--- src/sv/ttac_pkg.sv ---
package ttac_pkg;

  localparam int unsigned QueueDepth = 2;
  localparam int unsigned QueuePtrBits = $clog2(QueueDepth);
  localparam int unsigned QueueCntBits = $clog2(QueueDepth + 1);

  localparam logic [7:0] CH_NUL      = 8'h00;
  localparam logic [7:0] CH_TAB      = 8'h09;
  localparam logic [7:0] CH_NL       = 8'h0A;
  localparam logic [7:0] CH_ESC      = 8'h1B;
  localparam logic [7:0] CH_LBRACKET = 8'h5B;
  localparam logic [7:0] CH_M        = 8'h6D;
  localparam logic [7:0] CH_ZERO     = 8'h30;
  localparam logic [7:0] CH_NINE     = 8'h39;
  localparam logic [7:0] FINAL_LO    = 8'h40;
  localparam logic [7:0] FINAL_HI    = 8'h7E;

  localparam logic [6:0] PARAM_MAX   = 7'd127;

  localparam logic [3:0] FG_RESET    = 4'd7;
  localparam logic [3:0] BG_RESET    = 4'd0;

  localparam logic [7:0] COLUMNS_RESET = 8'd80;
  localparam logic [7:0] ROWS_RESET    = 8'd25;

  localparam logic [7:0] CFG_COLUMNS = 8'd0;
  localparam logic [7:0] CFG_ROWS    = 8'd1;

  // SGR color number to attribute color
  localparam logic [2:0] COLOR_MAP [8] = '{3'd0, 3'd4, 3'd2, 3'd6, 3'd1, 3'd5, 3'd3, 3'd7};

  typedef enum logic [1:0] {
    PH_NORMAL = 2'd0,
    PH_ESC    = 2'd1,
    PH_CSI    = 2'd2
  } phase_t;

  typedef enum logic [1:0] {
    OP_NONE  = 2'd0,
    OP_TAB   = 2'd1,
    OP_NL    = 2'd2,
    OP_PRINT = 2'd3
  } op_t;

  typedef struct packed {
    logic [3:0] fg;
    logic [3:0] bg;
  } colors_t;

  typedef struct packed {
    op_t        op;
    logic [7:0] glyph;
    logic [7:0] attr;
  } q_entry_t;

  typedef struct packed {
    logic full;
    logic empty;
  } q_status_t;

  function automatic colors_t sgr_apply(input logic [6:0] code, input colors_t c);
    colors_t    r;
    logic [6:0] off;
    r = c;
    off = '0;
    if (code == 7'd0 || code == 7'd22) begin
      r.fg = FG_RESET;
      r.bg = BG_RESET;
    end else if (code == 7'd1) begin
      r.fg = c.fg | 4'd8;
    end else if (code == 7'd2 || code == 7'd21) begin
      r.fg = c.fg & 4'd7;
    end else if (code == 7'd7 || code == 7'd27) begin
      r.fg = c.bg;
      r.bg = c.fg;
    end else if (code == 7'd39) begin
      r.fg = FG_RESET;
    end else if (code == 7'd49) begin
      r.bg = BG_RESET;
    end else if (code inside {[7'd30:7'd37]}) begin
      off = code - 7'd30;
      r.fg = {1'b0, COLOR_MAP[off[2:0]]};
    end else if (code inside {[7'd40:7'd47]}) begin
      off = code - 7'd40;
      r.bg = {1'b0, COLOR_MAP[off[2:0]]};
    end else if (code inside {[7'd90:7'd97]}) begin
      off = code - 7'd90;
      r.fg = {1'b1, COLOR_MAP[off[2:0]]};
    end else if (code inside {[7'd100:7'd107]}) begin
      off = code - 7'd100;
      r.bg = {1'b1, COLOR_MAP[off[2:0]]};
    end
    return r;
  endfunction

endpackage

--- src/sv/ttac_front.sv ---
module ttac_front (
  input  logic                clk,
  input  logic                rst,
  input  logic                in_valid,
  output logic                in_ready,
  input  logic [7:0]          byte_in,
  input  ttac_pkg::q_status_t q_status,
  output logic                push,
  output ttac_pkg::q_entry_t  entry
);
  import ttac_pkg::*;

  phase_t     phase, phase_next;
  logic [6:0] param_value, param_value_next;
  logic       param_closed, param_closed_next;
  colors_t    colors, colors_next;

  logic        print;
  logic [10:0] acc;
  logic [7:0]  digit;

  assign in_ready = !q_status.full;
  assign push     = in_valid && in_ready;

  always_ff @(posedge clk) begin
    if (rst) begin
      phase        <= PH_NORMAL;
      param_value  <= '0;
      param_closed <= 1'b0;
      colors       <= '{fg: FG_RESET, bg: BG_RESET};
    end else if (push) begin
      phase        <= phase_next;
      param_value  <= param_value_next;
      param_closed <= param_closed_next;
      colors       <= colors_next;
    end
  end

  always_comb begin
    phase_next        = phase;
    param_value_next  = param_value;
    param_closed_next = param_closed;
    colors_next       = colors;
    print             = 1'b0;
    digit             = byte_in - CH_ZERO;
    acc               = ({4'b0, param_value} * 11'd10) + {3'b0, digit};
    entry.op          = OP_NONE;
    entry.glyph       = byte_in;
    entry.attr        = {colors.bg, colors.fg};

    case (phase)
      PH_ESC: begin
        if (byte_in == CH_LBRACKET) begin
          phase_next        = PH_CSI;
          param_value_next  = '0;
          param_closed_next = 1'b0;
        end else begin
          phase_next = PH_NORMAL;
          print      = 1'b1;
        end
      end
      PH_CSI: begin
        if (byte_in >= FINAL_LO && byte_in <= FINAL_HI) begin
          if (byte_in == CH_M) begin
            colors_next = sgr_apply(param_value, colors);
          end
          phase_next = PH_NORMAL;
        end else if (byte_in >= CH_ZERO && byte_in <= CH_NINE && !param_closed) begin
          param_value_next = (acc > {4'b0, PARAM_MAX}) ? PARAM_MAX : acc[6:0];
        end else begin
          param_closed_next = 1'b1;
        end
      end
      default: begin
        phase_next = PH_NORMAL;
        print      = 1'b1;
      end
    endcase

    if (print) begin
      case (byte_in)
        CH_NUL: entry.op = OP_NONE;
        CH_ESC: begin
          phase_next        = PH_ESC;
          param_value_next  = '0;
          param_closed_next = 1'b0;
        end
        CH_TAB:  entry.op = OP_TAB;
        CH_NL:   entry.op = OP_NL;
        default: entry.op = OP_PRINT;
      endcase
    end
  end

endmodule

--- src/sv/ttac_fifo.sv ---
module ttac_fifo (
  input  logic                clk,
  input  logic                rst,
  input  logic                push,
  input  ttac_pkg::q_entry_t  din,
  input  logic                pop,
  output ttac_pkg::q_entry_t  dout,
  output ttac_pkg::q_status_t status
);
  import ttac_pkg::*;

  q_entry_t                  mem [QueueDepth];
  logic [QueuePtrBits-1:0]   wr_ptr;
  logic [QueuePtrBits-1:0]   rd_ptr;
  logic [QueueCntBits-1:0]   count;

  assign dout         = mem[rd_ptr];
  assign status.full  = (count == QueueCntBits'(QueueDepth));
  assign status.empty = (count == '0);

  always_ff @(posedge clk) begin
    if (push) begin
      mem[wr_ptr] <= din;
    end
  end

  always_ff @(posedge clk) begin
    if (rst) begin
      wr_ptr <= '0;
      rd_ptr <= '0;
      count  <= '0;
    end else begin
      if (push) begin
        wr_ptr <= (wr_ptr == QueuePtrBits'(QueueDepth - 1)) ? '0 : wr_ptr + 1'b1;
      end
      if (pop) begin
        rd_ptr <= (rd_ptr == QueuePtrBits'(QueueDepth - 1)) ? '0 : rd_ptr + 1'b1;
      end
      if (push && !pop) begin
        count <= count + 1'b1;
      end else if (pop && !push) begin
        count <= count - 1'b1;
      end
    end
  end

endmodule

--- src/sv/ttac_back.sv ---
module ttac_back #(
  parameter int unsigned COORD_BITS = 8
) (
  input  logic                clk,
  input  logic                rst,
  input  logic [7:0]          columns,
  input  logic [7:0]          rows,
  input  ttac_pkg::q_status_t q_status,
  input  ttac_pkg::q_entry_t  entry,
  output logic                pop,
  output logic                out_valid,
  input  logic                out_ready,
  output logic                write_cell,
  output logic [15:0]         cell_index,
  output logic [7:0]          glyph,
  output logic [7:0]          attribute,
  output logic                scroll_up,
  output logic [7:0]          cursor_column,
  output logic [7:0]          cursor_line
);
  import ttac_pkg::*;

  localparam logic [8:0] CoordMax = 9'((1 << COORD_BITS) - 1);

  logic [COORD_BITS-1:0] col_pos, col_pos_next;
  logic [COORD_BITS-1:0] row_pos, row_pos_next;

  logic [7:0]  cols, nrows, last_row;
  logic [8:0]  col_ext, row_ext, col9, row9;
  logic        wrap, row_inc, scroll;
  logic [15:0] index_calc;

  assign pop = !q_status.empty && (!out_valid || out_ready);

  always_comb begin
    cols       = (columns == '0) ? 8'd1 : columns;
    nrows      = (rows == '0) ? 8'd1 : rows;
    last_row   = nrows - 8'd1;
    col_ext    = 9'(col_pos);
    row_ext    = 9'(row_pos);
    index_calc = (16'(row_pos) * 16'(cols)) + 16'(col_pos);

    case (entry.op)
      OP_TAB:   col9 = (col_ext + 9'd8) & ~9'd7;
      OP_NL:    col9 = '0;
      OP_PRINT: col9 = col_ext + 9'd1;
      default:  col9 = col_ext;
    endcase

    wrap    = (entry.op != OP_NONE) && (col9 >= {1'b0, cols} || col9 > CoordMax);
    row_inc = (entry.op == OP_NL) || wrap;
    row9    = row_ext + {8'b0, row_inc};
    scroll  = (entry.op != OP_NONE) && (row9 >= {1'b0, nrows} || row9 > CoordMax);

    col_pos_next = wrap ? '0 : col9[COORD_BITS-1:0];
    if (scroll) begin
      row_pos_next = ({1'b0, last_row} > CoordMax) ? CoordMax[COORD_BITS-1:0]
                                                   : last_row[COORD_BITS-1:0];
    end else begin
      row_pos_next = row9[COORD_BITS-1:0];
    end
  end

  always_ff @(posedge clk) begin
    if (rst) begin
      out_valid <= 1'b0;
      col_pos   <= '0;
      row_pos   <= '0;
    end else begin
      if (pop) begin
        out_valid <= 1'b1;
        col_pos   <= col_pos_next;
        row_pos   <= row_pos_next;
      end else if (out_ready) begin
        out_valid <= 1'b0;
      end
    end
  end

  always_ff @(posedge clk) begin
    if (pop) begin
      write_cell    <= (entry.op == OP_PRINT);
      cell_index    <= (entry.op == OP_PRINT) ? index_calc : '0;
      glyph         <= (entry.op == OP_PRINT) ? entry.glyph : '0;
      attribute     <= (entry.op == OP_PRINT) ? entry.attr : '0;
      scroll_up     <= scroll;
      cursor_column <= 8'(col_pos_next);
      cursor_line   <= 8'(row_pos_next);
    end
  end

endmodule

--- src/sv/text_terminal_with_ansi_color.sv ---
// Channel  Direction  Handshake              Beat contents
// in       input      in_valid / in_ready    byte_in
// cfg      input      cfg_valid / cfg_ready  cfg_index, cfg_data
// out      output     out_valid / out_ready  write_cell, cell_index, glyph, attribute,
//                                            scroll_up, cursor_column, cursor_line
//
// One byte per cycle when out_ready holds; each passes the queue, then the output register.
// Front decodes escapes and colors, a two-entry queue feeds the back, which owns the cursor
// and the cell index multiply; the output register holds one result.
// Reset clears escape state, colors, cursor, queue and output valid; columns 80, rows 25.
// An output stall fills the queue, then in_ready drops. cfg_ready is always high.
module text_terminal_with_ansi_color #(
  parameter int unsigned COORD_BITS = 8
) (
  input  logic        clk,
  input  logic        rst,
  input  logic        in_valid,
  output logic        in_ready,
  input  logic [7:0]  byte_in,
  input  logic        cfg_valid,
  output logic        cfg_ready,
  input  logic [7:0]  cfg_index,
  input  logic [7:0]  cfg_data,
  output logic        out_valid,
  input  logic        out_ready,
  output logic        write_cell,
  output logic [15:0] cell_index,
  output logic [7:0]  glyph,
  output logic [7:0]  attribute,
  output logic        scroll_up,
  output logic [7:0]  cursor_column,
  output logic [7:0]  cursor_line
);
  import ttac_pkg::*;

  logic [7:0] columns;
  logic [7:0] rows;
  logic       push;
  logic       pop;
  q_entry_t   q_in;
  q_entry_t   q_out;
  q_status_t  q_status;

  assign cfg_ready = 1'b1;

  always_ff @(posedge clk) begin
    if (rst) begin
      columns <= COLUMNS_RESET;
      rows    <= ROWS_RESET;
    end else if (cfg_valid && cfg_ready) begin
      case (cfg_index)
        CFG_COLUMNS: columns <= cfg_data;
        CFG_ROWS:    rows    <= cfg_data;
        default:     ;
      endcase
    end
  end

  ttac_front u_front (
    .clk      (clk),
    .rst      (rst),
    .in_valid (in_valid),
    .in_ready (in_ready),
    .byte_in  (byte_in),
    .q_status (q_status),
    .push     (push),
    .entry    (q_in)
  );

  ttac_fifo u_fifo (
    .clk    (clk),
    .rst    (rst),
    .push   (push),
    .din    (q_in),
    .pop    (pop),
    .dout   (q_out),
    .status (q_status)
  );

  ttac_back #(
    .COORD_BITS (COORD_BITS)
  ) u_back (
    .clk           (clk),
    .rst           (rst),
    .columns       (columns),
    .rows          (rows),
    .q_status      (q_status),
    .entry         (q_out),
    .pop           (pop),
    .out_valid     (out_valid),
    .out_ready     (out_ready),
    .write_cell    (write_cell),
    .cell_index    (cell_index),
    .glyph         (glyph),
    .attribute     (attribute),
    .scroll_up     (scroll_up),
    .cursor_column (cursor_column),
    .cursor_line   (cursor_line)
  );

  a_no_pop_when_empty: assert property (@(posedge clk) disable iff (rst)
    q_status.empty |-> !pop)
    else $error("queue popped while empty");

  a_write_is_glyph: assert property (@(posedge clk) disable iff (rst)
    out_valid && write_cell |->
      glyph != CH_NUL && glyph != CH_ESC && glyph != CH_TAB && glyph != CH_NL)
    else $error("control byte written as a glyph");

  a_idle_fields_zero: assert property (@(posedge clk) disable iff (rst)
    out_valid && !write_cell |-> cell_index == '0 && glyph == '0 && attribute == '0)
    else $error("cell fields set without a write");

  a_cursor_in_range: assert property (@(posedge clk) disable iff (rst)
    out_valid |-> {1'b0, cursor_column} < 9'(1 << COORD_BITS)
               && {1'b0, cursor_line} < 9'(1 << COORD_BITS))
    else $error("cursor beyond coordinate range");

  a_reset_clears_out: assert property (@(posedge clk)
    $past(rst) |-> !out_valid)
    else $error("output valid after reset");

endmodule

--- config.mk ---
export PLATFORM = sky130hd
export DESIGN_NAME = text_terminal_with_ansi_color
export DESIGN_NICKNAME = d
export VERILOG_FILES = /design/src/sv/ttac_pkg.sv /design/src/sv/ttac_front.sv /design/src/sv/ttac_fifo.sv /design/src/sv/ttac_back.sv /design/src/sv/text_terminal_with_ansi_color.sv
export SDC_FILE = /design/constraint.sdc
export NUM_CORES = 1
export LEC_CHECK = 0
export BUFFER_PORTS_ARGS = -buffer_cell sky130_fd_sc_hd__clkbuf_2
export CAP_MARGIN = 20
export CORE_AREA = 4 4 166 184
export CTS_BUF_LIST = sky130_fd_sc_hd__clkbuf_8
export CTS_CLUSTER_SIZE = 14
export DETAILED_ROUTE_END_ITERATION = 8
export DIE_AREA = 0 0 170 188
export PLACE_DENSITY = 0.49
export SYNTH_ARGS = -nofsm -noshare
export SYNTH_HDL_FRONTEND = slang
export SYNTH_SLANG_ARGS = --single-unit
--- constraint.sdc ---
create_clock -name clk -period 6.4 [get_ports clk]
set_input_delay 0 -clock clk [delete_from_list [all_inputs] [get_ports clk]]
set_output_delay 0 -clock clk [all_outputs]
set_load 0.03 [all_outputs]
### Word level (Yosys, flattened, before mapping)

Memories as Yosys holds them, arrays and structs flattened. A register that Yosys moved wholly into a read port is not among the register bits.
Cells that the tools add are included.

| word-level totals | value |
|---|---|
| register bits | 105 |
| RAM bits | 36 |
| memory bits (read-only) | 96 |
| input port bits | 29 |
| output and inout port bits | 53 |
| logic and storage cells | 203 |
| memories kept | 5 |

| cells by class | value |
|---|---|
| $add $sub $neg | 15 |
| multipliers | 2 |
| $lt $le $gt $ge | 21 |
| eq/ne operators | 29 |
| mux-type cells | 62 |
| bitwise operators | 4 |
| reductions and logical operators | 44 |

Memories:

| memory | depth | width | read ports | clocked after memory_dff | wr ports | RTL line | text |
|---|---|---|---|---|---|---|---|
| u_fifo.mem | 2 | 18 | 1 | 1 | 1 | ttac_fifo.sv:12 | `q_entry_t mem [QueueDepth];` |
| (no name shown) | 8 | 3 | 1 | 0 | 0 | ttac_pkg.sv:82 | `r.fg = {1'b0, COLOR_MAP[off[2:0]]};` |
| (no name shown) | 8 | 3 | 1 | 0 | 0 | ttac_pkg.sv:85 | `r.bg = {1'b0, COLOR_MAP[off[2:0]]};` |
| (no name shown) | 8 | 3 | 1 | 0 | 0 | ttac_pkg.sv:88 | `r.fg = {1'b1, COLOR_MAP[off[2:0]]};` |
| (no name shown) | 8 | 3 | 1 | 0 | 0 | ttac_pkg.sv:91 | `r.bg = {1'b1, COLOR_MAP[off[2:0]]};` |

Operators with widths:

| operator | number |
|---|---|
| 4-bit two-way mux | 15 |
| 8-bit two-way mux | 6 |
| 7-bit two-way mux | 6 |
| 8-bit zero test | 4 |
| 9-bit one-hot mux with 3 select lines | 1 |
| 3-bit two-way mux | 8 |
| 7-bit by 5-bit equality test with 1-bit output, second input constant | 3 |
| 9-bit by 8-bit >= comparator with 1-bit output | 2 |
| 9-bit by 8-bit > comparator with 1-bit output, second input constant | 2 |
| 16-bit by 8-bit adder with 16-bit output | 1 |
| 8-bit by 4-bit equality test with 1-bit output, second input constant | 2 |
| 8-bit by 7-bit equality test with 1-bit output, second input constant | 2 |
| 4-bit >= comparator, second input constant | 4 |
| 8-bit by 8-bit multiplier with 16-bit output | 1 |
| 3-bit NOT with 4-bit output | 4 |
| 7-bit by 6-bit equality test with 1-bit output, second input constant | 2 |
| 7-bit >= comparator, second input constant | 2 |
| 7-bit by 6-bit <= comparator with 1-bit output, second input constant | 2 |
| 7-bit <= comparator, second input constant | 2 |
| 1-bit two-way mux | 14 |
| 2-bit two-way mux | 7 |
| 7-bit one-hot mux with 2 select lines | 1 |
| 1-bit logical AND | 13 |
| 11-bit by 8-bit adder with 11-bit output | 1 |
| other kinds (47) | 72 |

### Logic depth before layout (Yosys ltp)

| logic depth | value |
|---|---|
| word-level depth | 15 |
| depth in mapped cells | 28 |

### By module

A second synthesis with hierarchy kept.

| unflattened totals | value |
|---|---|
| cell total of the unflattened synthesis | 1069 |
| area, all modules | 10516.3 µm² |

Modules (own cells, without submodules):

| module | times used | cells an instance | area an instance (µm²) | sequential area each (µm²) |
|---|---|---|---|---|
| ttac_back | 1 | 594 | 5693.0 | 1841.8 |
| ttac_front | 1 | 325 | 2586.2 | 360.3 |
| ttac_fifo | 1 | 78 | 1503.9 | 1181.1 |
| text_terminal_with_ansi_color | 1 | 72 | 733.2 | 320.3 |

### Worst setup path after synthesis

No wires, ideal clock.

| timing path | value |
|---|---|
| path type | register to register |
| from | reg with a tool-made name |
| to | reg u_back.cursor_line[3] (data pin) |
| arrival | 4.556 ns |
| required time | 6.138 ns |
| slack | 1.582 ns |
| cell stages (with the launch flop) | 27 |
| period minus slack after synthesis | 4.818 ns |
| cells stage by stage | dfxtp_1 buf_2 mux2_2 nor2_1 a21oi_1 o22ai_1 ha_1 o21a_1 o211ai_1 a21oi_1 nor2_1 a21oi_1 ha_1 and3_1 nand3_1 nor2_1 xnor2_1 inv_1 ha_1 nand2b_1 mux2i_1 a2111oi_4 a211oi_4 buf_6 buf_4 nor2_1 a21oi_1 |

RTL lines:

| item | RTL line | text |
|---|---|---|
| to (signal assigned) | ttac_back.sv:88 | `cursor_line <= 8'(row_pos_next);` |
| to (decl) | ttac_back.sv:19 | `output logic [7:0] cursor_line` |

==> results.sh <==
export IMPL_status="completed"
export IMPL_ctsHoldBuffers=17
export IMPL_drt_initial_drc_count=356
export IMPL_grt_ovfl_total=0
export IMPL_synth_area_um2=9920
export IMPL_nFillCells=2834
export IMPL_hold_viol=0
export IMPL_cts_tree="done"
export IMPL_htreeDepth=4
export IMPL_final_cells=1496
export IMPL_ios=82
export IMPL_crit_arrival_ps=6050
export IMPL_path_class="flop to flop"
export IMPL_start_util_pct=34.8
export IMPL_antenna_found_initial=0
export IMPL_ir_worst_vdd_v=0.000206
export IMPL_synthFlopType="edfxtp_1"
export IMPL_syn_nets=1194
export IMPL_yosys_warnings=0
export IMPL_dpl_cell_area_um2=10700
export IMPL_largest_reg_flops=36
export IMPL_grt_use_total_pct=15.8
export IMPL_coreArea_um2=28500
export IMPL_synth_seq_cells=142
export IMPL_power_mw=3.25
export IMPL_grt_pass1_wl_um=40100
export IMPL_min_path_type="input port to flop"
export IMPL_grt_max_degree=70
export IMPL_cts_clk_slew_worst_paths_ps=100
export IMPL_ys_types=73
export IMPL_gp_congestion=0.907
export IMPL_crit_required_ps=6810
export IMPL_grt_pass1_vias=7691
export IMPL_synth_seq_area_share_pct=37.3
export IMPL_tns_ps=0
export IMPL_clk_path_buf_depth=2
export IMPL_root_buffer="clkbuf_8"
export IMPL_fin_worst_skew_ps=17.0
export IMPL_nets=1273
export IMPL_fmax_mhz=177
export IMPL_multi_input_area_um2=5590
export IMPL_finalSetupViolCount=0
export IMPL_syn_to_final_growth_pct=12.9
export IMPL_cts_made_buffers=17
export IMPL_drv_cap=0
export IMPL_relSlewSlack_pct=28.6
export IMPL_dr_pass1_iters=7
export IMPL_routedWlPerCell_um=16.6
export IMPL_antenna_left=0
export IMPL_endpoint_kind="flop"
export IMPL_period_share_pct=88.2
export IMPL_diodes=0
export IMPL_drc=0
export IMPL_synthArstFlopShare_pct=0
export IMPL_die_w_um=170
export IMPL_fp_dieH_um=188
export IMPL_clkSinkCount=142
export IMPL_path_max_fanout=13
export IMPL_syn_inst=1036
export IMPL_drive_above_1_share_pct=11.6
export IMPL_cts_setup_buffers=0
export IMPL_fin_area_um2=11200
export IMPL_min_period_ps=5640
export IMPL_clk_latency_ps=470
export IMPL_cts_resized=0
export IMPL_die_area_um2=32000
export IMPL_seq_area_um2=3700
export IMPL_cp_start_kind="flop"
export IMPL_num_vias=7604
export IMPL_numPlacedInstances=1447
export IMPL_leakage_nw=4.79
export IMPL_whs_ps=47.0
export IMPL_finalWirelength_um=24800
export IMPL_vias_per_cell=5.08
export IMPL_drv_slew=0
export IMPL_portBuffers=80
export IMPL_reg_largest_list="u_fifo.mem: 36 flops, u_back.cell_index: 16 flops"
export IMPL_num_rows=65
export IMPL_dp_hpwl_um=18400
export IMPL_worstMarginPinSlew_ps=1060
export IMPL_rsz0062_at_grt="false"
export IMPL_top_register="u_fifo.mem"
export IMPL_power_density_nw_per_um2=290
export IMPL_avgSynthCellArea_um2=9.58
export IMPL_synth_edff_count=86
power breakdown:
part / leakage (nW) / internal [mW] / switching, mW
Sequential: 1.24 / 1.24 / 0.117
Clock: 0.194 / 0.288 / 0.418
Combinational: 3.35 / 0.375 / 0.814
synth_stat cells, types with 5 or more instances:
cell type | count | area, µm²
nor2_1 | 124 | 465
inv_1 | 110 | 413
nand2_1 | 90 | 338
edfxtp_1 | 86 | 2580
ha_1 | 83 | 1040
dfxtp_1 | 56 | 1120
a21oi_1 | 52 | 260
fa_1 | 46 | 921
mux2i_1 | 40 | 400
clkbuf_1 | 33 | 124
o21ai_0 | 30 | 150
and2_1 | 29 | 181
xnor2_1 | 22 | 193
nor3_1 | 17 | 85.1
nand3_1 | 13 | 65.1
nand2b_1 | 12 | 75.1
o21a_1 | 12 | 90.1
xor2_1 | 12 | 105
nor2b_1 | 11 | 68.8
nor4_1 | 10 | 62.6
and3_1 | 8 | 50.1
buf_2 | 8 | 40.0
nand4_1 | 8 | 50.1
o32ai_1 | 8 | 70.1
a21o_1 | 7 | 52.6
o211ai_1 | 7 | 52.6
or3_1 | 7 | 43.8
a22oi_1 | 6 | 45.0
nand3b_1 | 6 | 45.0
nor3b_1 | 5 | 37.5
critical path: stages, from the launching register on:
cell and delay (ps):
dfxtp_1 450, mux2i_1 490, nand2_1 270, o21ai_0 340, ha_1 300, nor2b_1 140
o21a_1 160, o21ai_0 190, a21oi_1 100, nor2_1 200, a21oi_1 120, ha_1 240
and3_1 200, nand3_1 130, nor2_1 80, xnor2_1 200, inv_1 70, ha_1 350
nand2_1 70, mux2i_1 240, a2111oi_4 80, a211oi_4 420, buf_4 310, mux2i_1 270
a31o_1 160
metrics by stage:
stage               worst slack [ps]  utilization [%]
floorplan                       1580                -
global placement                1030             37.3
detailed placement               841             37.3
CTS                              815             39.3
global route                     324             39.3
finish                           757             39.3
cells in the final DEF (no fill, tap or decap), drive strengths merged, types with 8 or more instances in the layout:
| master | n |
|---|---|
| nor2 | 124 |
| a21oi | 52 |
| nor2b | 11 |
| mux2i | 40 |
| nand2b | 12 |
| nor4 | 10 |
| ha | 83 |
| nand2 | 90 |
| nand3 | 13 |
| fa | 46 |
| clkbuf | 97 |
| xnor2 | 22 |
| inv | 117 |
| o32ai | 8 |
| dfxtp | 56 |
| nand4 | 8 |
| o21a | 12 |
| dlygate4sd3 | 17 |
| edfxtp | 86 |
| buf | 10 |
| clkinv | 10 |
| nor3 | 17 |
| xor2 | 13 |
| and2 | 29 |
| and3 | 9 |
| o21ai | 33 |
area by class of cell:
cell class / count / area share [%]
Clock buffer: 17 / 2.09
Clock inverter: 15 / 1.33
Timing Repair Buffer: 107 / 5.76
Sequential cell: 142 / 33.1
Inverter: 112 / 3.75
Multi-Input combinational cell: 735 / 49.9
Tap cell: 368 / 4.11
routing by layer:
layer / vias to the layer above / global-route usage [%] / routed length, µm
met5: - / 0 / 0
met4: 0 / 4.92 / 535
met3: 29 / 2.87 / 767
met2: 138 / 28.4 / 12800
met1: 3699 / 19.0 / 10600
li1: 3738 / - / -
logic make-up after synthesis:
| kind of cell | Yosys count | synth area share [%] |
|---|---|---|
| simple gates | 357 | 17.3 |
| compound gates | 171 | 11.8 |
| buf+inv | 159 | 6.32 |
| flops | 142 | 37.3 |
| fa+ha+maj | 129 | 19.7 |
| mux | 42 | 4.26 |
| xor+xnor | 35 | 3.16 |
| other cells | 1 | 0.0378 |
worst paths after layout:
path,from,endpoint,slack [ps],cells past startpoint
setup / recovery,flop,u_back.row_pos[2],760,24
hold / removal,rst,columns[3],50,3
setup reg to reg,flop,u_back.row_pos[2],760,24
hold reg to reg,u_front.entry[3],u_front.entry[3],500,2
Power figures use the tool's default switching activity.
